--- src/sv/mfhr_pkg.sv ---
package mfhr_pkg;

	localparam logic [1:0] CMD_SAVE  = 2'd0;
	localparam logic [1:0] CMD_LOAD  = 2'd1;
	localparam logic [1:0] CMD_COUNT = 2'd2;
	localparam logic [1:0] CMD_CLEAR = 2'd3;

	localparam logic [1:0] COUNT_MAX = 2'd3;

	typedef logic [1:0] command_t;

endpackage

--- src/sv/mfhr_ram.sv ---
module mfhr_ram #(
	parameter int WIDTH = 64,
	parameter int DEPTH = 9
) (
	input  logic                     clk,
	input  logic                     wr_en,
	input  logic [$clog2(DEPTH)-1:0] wr_addr,
	input  logic [WIDTH-1:0]         wr_data,
	input  logic [$clog2(DEPTH)-1:0] rd_addr,
	output logic [WIDTH-1:0]         rd_data
);

	logic [WIDTH-1:0] mem_q [DEPTH];
	logic [WIDTH-1:0] rd_data_q;

	always_ff @(posedge clk) begin
		if (wr_en) begin
			mem_q[wr_addr] <= wr_data;
		end
		rd_data_q <= mem_q[rd_addr];
	end

	assign rd_data = rd_data_q;

endmodule

--- src/sv/multi_folder_history_ring_core.sv ---
// Multi-folder history ring.
// Input channel (in_valid/in_ready) carries one command per transaction:
// save, load by age, count valid slots, or clear, aimed at one folder.
// Output channel (out_valid/out_ready) returns exactly one result per
// command: found, message_out and stored_count.
// out_valid rises in the cycle after input acceptance for save and for a
// bad folder; load first passes through one registered read of the message
// RAM and ST_READ; count and clear pass through ST_WALK, which steps through the
// folder's valid bits one slot per cycle with a single index counter.
// One command is in flight at a time; in_ready rises again in the cycle
// after the result is taken, so no new command is accepted before the
// previous result has been taken.
// While out_ready is low the result is held unchanged and no new command
// is accepted.
// Reset clears every valid bit and write pointer at once; message RAM
// contents are not reset, and data from an unsaved slot is never returned.
module multi_folder_history_ring_core #(
	parameter int HISTORY_DEPTH = 3,
	parameter int FOLDER_COUNT  = 3,
	parameter int PAYLOAD_WIDTH = 64
) (
	input  logic                     clk,
	input  logic                     arst_n,
	input  logic                     in_valid,
	output logic                     in_ready,
	input  logic [1:0]               command,
	input  logic [1:0]               folder,
	input  logic [1:0]               age,
	input  logic [PAYLOAD_WIDTH-1:0] message_in,
	output logic                     out_valid,
	input  logic                     out_ready,
	output logic                     found,
	output logic [PAYLOAD_WIDTH-1:0] message_out,
	output logic [1:0]               stored_count
);

	localparam int SLOTS = FOLDER_COUNT * HISTORY_DEPTH;
	localparam int AW    = $clog2(SLOTS);
	localparam int PW    = $clog2(HISTORY_DEPTH);
	localparam int FW    = (FOLDER_COUNT > 1) ? $clog2(FOLDER_COUNT) : 1;
	localparam int CW    = $clog2(HISTORY_DEPTH + 1);

	localparam logic [1:0] ST_IDLE = 2'd0;
	localparam logic [1:0] ST_WALK = 2'd1;
	localparam logic [1:0] ST_READ = 2'd2;
	localparam logic [1:0] ST_DONE = 2'd3;

	logic [1:0]               state_q;
	mfhr_pkg::command_t       cmd_q;
	logic [FW-1:0]            fsel_q;
	logic [AW-1:0]            base_q;
	logic [PW-1:0]            idx_q;
	logic [CW-1:0]            acc_q;
	logic                     hit_q;
	logic [SLOTS-1:0]         valid_q;
	logic [PW-1:0]            wptr_q [FOLDER_COUNT];
	logic                     found_q;
	logic [PAYLOAD_WIDTH-1:0] msg_q;
	logic [1:0]               cnt_q;

	logic                     accept;
	logic                     folder_ok;
	logic                     age_ok;
	logic [FW-1:0]            fsel;
	logic [AW-1:0]            base;
	logic [PW-1:0]            ptr;
	logic [PW:0]              back_sum;
	logic [PW-1:0]            load_slot;
	logic [AW-1:0]            load_addr;
	logic [AW-1:0]            save_addr;
	logic [AW-1:0]            walk_addr;
	logic                     walk_bit;
	logic                     walk_last;
	logic [CW-1:0]            total;
	logic                     ram_wr;
	logic [PAYLOAD_WIDTH-1:0] ram_rd_data;

	assign accept    = in_valid && in_ready;
	assign in_ready  = (state_q == ST_IDLE);
	assign folder_ok = ({30'd0, folder} < 32'(FOLDER_COUNT));
	assign age_ok    = ({30'd0, age} < 32'(HISTORY_DEPTH));
	assign fsel      = FW'(folder);
	assign base      = AW'(AW'(fsel) * AW'(HISTORY_DEPTH));
	assign ptr       = wptr_q[fsel];
	assign back_sum  = (PW+1)'(ptr) + (PW+1)'(HISTORY_DEPTH - 1) - (PW+1)'(age);
	assign load_slot = (back_sum >= (PW+1)'(HISTORY_DEPTH))
		? PW'(back_sum - (PW+1)'(HISTORY_DEPTH)) : PW'(back_sum);
	assign load_addr = base + AW'(load_slot);
	assign save_addr = base + AW'(ptr);
	assign walk_addr = base_q + AW'(idx_q);
	assign walk_bit  = valid_q[walk_addr];
	assign walk_last = (idx_q == PW'(HISTORY_DEPTH - 1));
	assign total     = acc_q + CW'(walk_bit);
	assign ram_wr    = accept && folder_ok && (command == mfhr_pkg::CMD_SAVE);

	mfhr_ram #(
		.WIDTH(PAYLOAD_WIDTH),
		.DEPTH(SLOTS)
	) u_ram (
		.clk    (clk),
		.wr_en  (ram_wr),
		.wr_addr(save_addr),
		.wr_data(message_in),
		.rd_addr(load_addr),
		.rd_data(ram_rd_data)
	);

	always_ff @(posedge clk or negedge arst_n) begin
		if (!arst_n) begin
			state_q <= ST_IDLE;
			valid_q <= '0;
			for (int i = 0; i < FOLDER_COUNT; i++) begin
				wptr_q[i] <= '0;
			end
		end else begin
			case (state_q)
				ST_IDLE: begin
					if (accept) begin
						if (!folder_ok) begin
							state_q <= ST_DONE;
						end else begin
							case (command)
								mfhr_pkg::CMD_SAVE: begin
									valid_q[save_addr] <= 1'b1;
									wptr_q[fsel] <= (ptr == PW'(HISTORY_DEPTH - 1))
										? '0 : ptr + PW'(1);
									state_q <= ST_DONE;
								end
								mfhr_pkg::CMD_LOAD: begin
									state_q <= ST_READ;
								end
								default: begin
									state_q <= ST_WALK;
								end
							endcase
						end
					end
				end
				ST_WALK: begin
					if (cmd_q == mfhr_pkg::CMD_CLEAR) begin
						valid_q[walk_addr] <= 1'b0;
					end
					if (walk_last) begin
						if (cmd_q == mfhr_pkg::CMD_CLEAR) begin
							wptr_q[fsel_q] <= '0;
						end
						state_q <= ST_DONE;
					end
				end
				ST_READ: begin
					state_q <= ST_DONE;
				end
				ST_DONE: begin
					if (out_ready) begin
						state_q <= ST_IDLE;
					end
				end
				default: begin
					state_q <= ST_IDLE;
				end
			endcase
		end
	end

	always_ff @(posedge clk) begin
		case (state_q)
			ST_IDLE: begin
				cmd_q   <= command;
				fsel_q  <= fsel;
				base_q  <= base;
				idx_q   <= '0;
				acc_q   <= '0;
				hit_q   <= age_ok && valid_q[load_addr];
				found_q <= folder_ok;
				msg_q   <= '0;
				cnt_q   <= '0;
			end
			ST_WALK: begin
				idx_q <= idx_q + PW'(1);
				acc_q <= total;
				if (walk_last && (cmd_q == mfhr_pkg::CMD_COUNT)) begin
					cnt_q <= (total > CW'(mfhr_pkg::COUNT_MAX))
						? mfhr_pkg::COUNT_MAX : total[1:0];
				end
			end
			ST_READ: begin
				found_q <= hit_q;
				msg_q   <= hit_q ? ram_rd_data : '0;
			end
			default: begin
			end
		endcase
	end

	assign out_valid    = (state_q == ST_DONE);
	assign found        = found_q;
	assign message_out  = msg_q;
	assign stored_count = cnt_q;

endmodule
--- config.mk ---
export PLATFORM = sky130hd
export DESIGN_NAME = multi_folder_history_ring_core
export DESIGN_NICKNAME = d
export VERILOG_FILES = /design/src/sv/mfhr_pkg.sv /design/src/sv/mfhr_ram.sv /design/src/sv/multi_folder_history_ring_core.sv
export SDC_FILE = /design/constraint.sdc
export NUM_CORES = 1
export LEC_CHECK = 0
export BUFFER_PORTS_ARGS = -buffer_cell sky130_fd_sc_hd__buf_2
export CORE_MARGIN = 2
export CORE_UTILIZATION = 60
export CTS_CLUSTER_SIZE = 16
export DETAILED_ROUTE_END_ITERATION = 6
export HOLD_SLACK_MARGIN = 0.06
export PLACE_DENSITY = 0.84
export SETUP_SLACK_MARGIN = 0.4
export SYNTH_ARGS = -nofsm -noshare
export SYNTH_HDL_FRONTEND = slang
export SYNTH_SLANG_ARGS = --single-unit
--- constraint.sdc ---
create_clock -name clk -period 26.8 [get_ports clk]
set_clock_uncertainty 0.15 [all_clocks]
set_input_delay 1.34 -clock clk [delete_from_list [all_inputs] [get_ports clk]]
set_output_delay 1.34 -clock clk [all_outputs]
set_load 0.05 [all_outputs]
==> metrics <==
setup slack, reg-to-reg=20,800 ps; Synthesized Nets=1,537; Max Cap Viol=0; depth of the worst register-to-register path=15; Die X-Extent=218 um; root buffer selected by CTS=clkbuf_16; Hold Crit Depth=1; DR DRC count=0; RSZ-0062 raised after global routing=no; Final TNS setup=0 ps; Final Max Slew Viols=0; WL/cell=26.6 um; Yosys top cell area share=0.717; status=finished, final reports clean; Core ar.=45,300 um2; sequential element share of the synthesized area=0.780; CTS Hold Bufs=0; post-synthesis register bit count=736; share of cells above drive strength 1=0.250; fin nets=1,694; number of global-route vias before repair=15,000; gp weighted congestion=0.820; top cells by count, synth=edfxtp_1 (655), nand2_1 (138), mux4_2 (132); H-tree Lvls=3; WL final=60.2 mm; Comb pwr share=0.322; clk slew on worst S/H paths=60 ps; Remaining Overflow, GRT=0; Unique masters post-synth=51; worst reg2reg startpoint=wptr_q[5]$_DFFE_PN0P_; power share of the clock group=0.267; first-pass GRT wire length=90.0 mm; Yosys top cell by area=edfxtp_1; ys flop type=edfxtp_1; cell count after synthesis=1,439; die area=47,400 um2; antenna violations before repair=17; Initial Utilization=0.605; Post-DRT Antenna Nets=0; CTS tree=done; stages on the worst setup path=16; worst-margin pin slew=1160 ps; Max VDD drop=99.5 uV; Top-Level Pins=143; CTS Sinks=736; Slew HR=0.225; Peak Freq=151 MHz; Crit path arrival time=6890 ps; die height=218 um; CP bufs+invs=4; Critical Path Most Common Cell=ha_1; Setup WS pre-CTS=19,620 ps; clock latency on the worst-skew pair=610 ps; crit path max fanout=70; Final Worst Setup Slack=20,190 ps; register share of total power=0.410; PortBufs=142; CP Capture Type=flip-flop; Post-synth EDFFs=655; synth-to-layout area growth=13.3%; Worst R2R End=u_ram.rd_data[7]$_DFF_P_; Tot GR Track Use=0.259; CP max-delay cell=fa_4; routed vias/inst=6.38; synth warn=0; Sw Ratio=0.333; Worst Hold Launch=wptr_q[2]$_DFFE_PN0P_; DPL Wire Length=28.9 mm; routed via count=14,400; pin count of the biggest net entering global routing=101; Mean Syn Cell Area=19.1 um2; FP Rows=78; Mapped Area=27,400 um2; post-layout min period=6610 ps; CTS max path bufs=3; Critical Path RT=27,080 ps; Final Hold Viols=0; cells taking the most area after synthesis=edfxtp_1 (72%), mux4_2 (11%), dfxtp_1 (4.7%); DR iter-0 viols=1,733; crit path cell chain=buf_2 -> mux2i_1 -> o21ai_0 -> inv_1 -> ha_1 -> inv_1 -> ha_1 -> ha_1 -> nor2_1 -> o21ai_0 -> ha_4 -> fa_4 -> buf_4 -> mux4_2 -> nand2_1 -> a31oi_1; CP delay by family, top=adder cells; Pint=2.36 mW; first-pass iteration count of the detailed router=5; # resized after CTS=0; ys async rst share=0.0231; period utilization=0.247; PD cells=114 nW/um2; CP Class=input pin to flip-flop; final setup violating endpoints=0; post-CTS setup buffer count=0; Fillers=2,678; net switching power=1.18 mW; min-delay worst type=flip-flop to flip-flop; slowest cell delay on critical path=1420 ps; Leak=10.8 nW; cell with the most instances after synthesis=edfxtp_1; Critical Path Start Type=input pin; Hold EP=wptr_q[2]$_DFFE_PN0P_; CTS Buf Count=70
## flip-flops by register name, indices dropped and copies added, names as in the netlist
register / flops
acc_q: 2
base_q: 3
cmd_q: 2
found: 1
fsel_q: 2
hit_q: 1
idx_q: 2
message_out: 64
state_q: 2
stored_count: 2
u_ram.mem_q: 576
u_ram.rd_data: 64
valid_q: 9
wptr_q: 6
## cells in the final DEF, fill, tap and decap left out, types with 5 or more instances in the layout
cell type	count
a21oi_1	8
a22o_1	6
a31oi_1	72
and3_1	64
buf_2	142
buf_4	20
clkbuf_1	22
clkbuf_16	72
clkinv_1	9
clkinv_2	12
dfrtp_1	17
dfxtp_1	64
diode_2	6
edfxtp_1	655
ha_1	19
inv_1	21
mux4_2	132
nand2_1	138
nand2b_1	5
nor2_1	73
nor2_4	6
nor3b_1	6
o21ai_0	11
## layout make-up
type / count / area [um2] / share of cell area
timing repair buffer: 163 / 881 / 0.0283
tap: 600 / 751 / 0.0242
antenna: 6 / 15.0 / 0.000483
sequential: 736 / 21400 / 0.688
clock buffer: 98 / 1940 / 0.0624
inverter: 21 / 78.8 / 0.00254
clock inverter: 31 / 251 / 0.00809
multi-input combinational: 604 / 5780 / 0.186
## per-stage QoR
stage / std cells / util / power (mW) / cell area, um2 / hold slack [ps]
after floorplan: 1439 / - / 2.31 / 27400 / 316
after global placement: 2124 / 0.637 / 2.58 / 28900 / 340
final: 2259 / 0.686 / 3.55 / 31100 / 358
after global routing: 2258 / 0.686 / 3.68 / 31100 / 375
after CTS: 2253 / 0.686 / 3.56 / 31100 / 354
after detailed placement: 2124 / 0.637 / 2.60 / 28900 / 334
## per-layer routing
metal  up-vias  global-route usage  share of wire
li1       6037                   -              -
met5         -                   0         0.0019
met4        18               0.111          0.027
met1      7349               0.337           0.38
met3       139              0.0538          0.083
met2       864               0.429           0.51
## logic make-up after synthesis
kind of cell / synth area share
XOR/XNOR: 0.00160
flip-flops: 0.780
AO/OA/AOI/OAI: 0.0274
multiplexers: 0.110
AND/OR/NAND/NOR: 0.0553
adder cells (fa/ha/maj): 0.0118
buffers and inverters: 0.0144
## power groups by stage
stage	logic [mW]	registers, mW	clock network (mW)
after global placement	1.10	1.47	0
after global routing	1.22	1.46	0.997
after detailed placement	1.13	1.48	0
final	1.14	1.46	0.949
after floorplan	0.674	1.64	0
after CTS	1.15	1.45	0.960
## worst reg2reg max path: stages (launching register included)
cell and delay, ps:
dfrtp_1 350, mux2i_1 60, o21ai_0 640, inv_1 100
ha_1 300, inv_1 40, ha_1 320, ha_1 210
nor2_1 170, o21ai_0 150, ha_4 200, fa_4 1420
buf_4 990, mux4_2 500, nand2_1 110, a31oi_1 110
## worst max path at each step
stage	endpoint	slack, ps	from
after floorplan	u_ram.mem_q[8][0]$_DFFE_PP_	17030	folder[1]
after global placement	u_ram.rd_data[17]$_DFF_P_	19740	folder[1]
after detailed placement	u_ram.rd_data[7]$_DFF_P_	19620	folder[1]
after CTS	u_ram.rd_data[7]$_DFF_P_	20210	folder[1]
after global routing	u_ram.rd_data[6]$_DFF_P_	19870	folder[1]
final	u_ram.rd_data[7]$_DFF_P_	20190	folder[1]
Note: power is estimated with default switching activity, not from simulation.
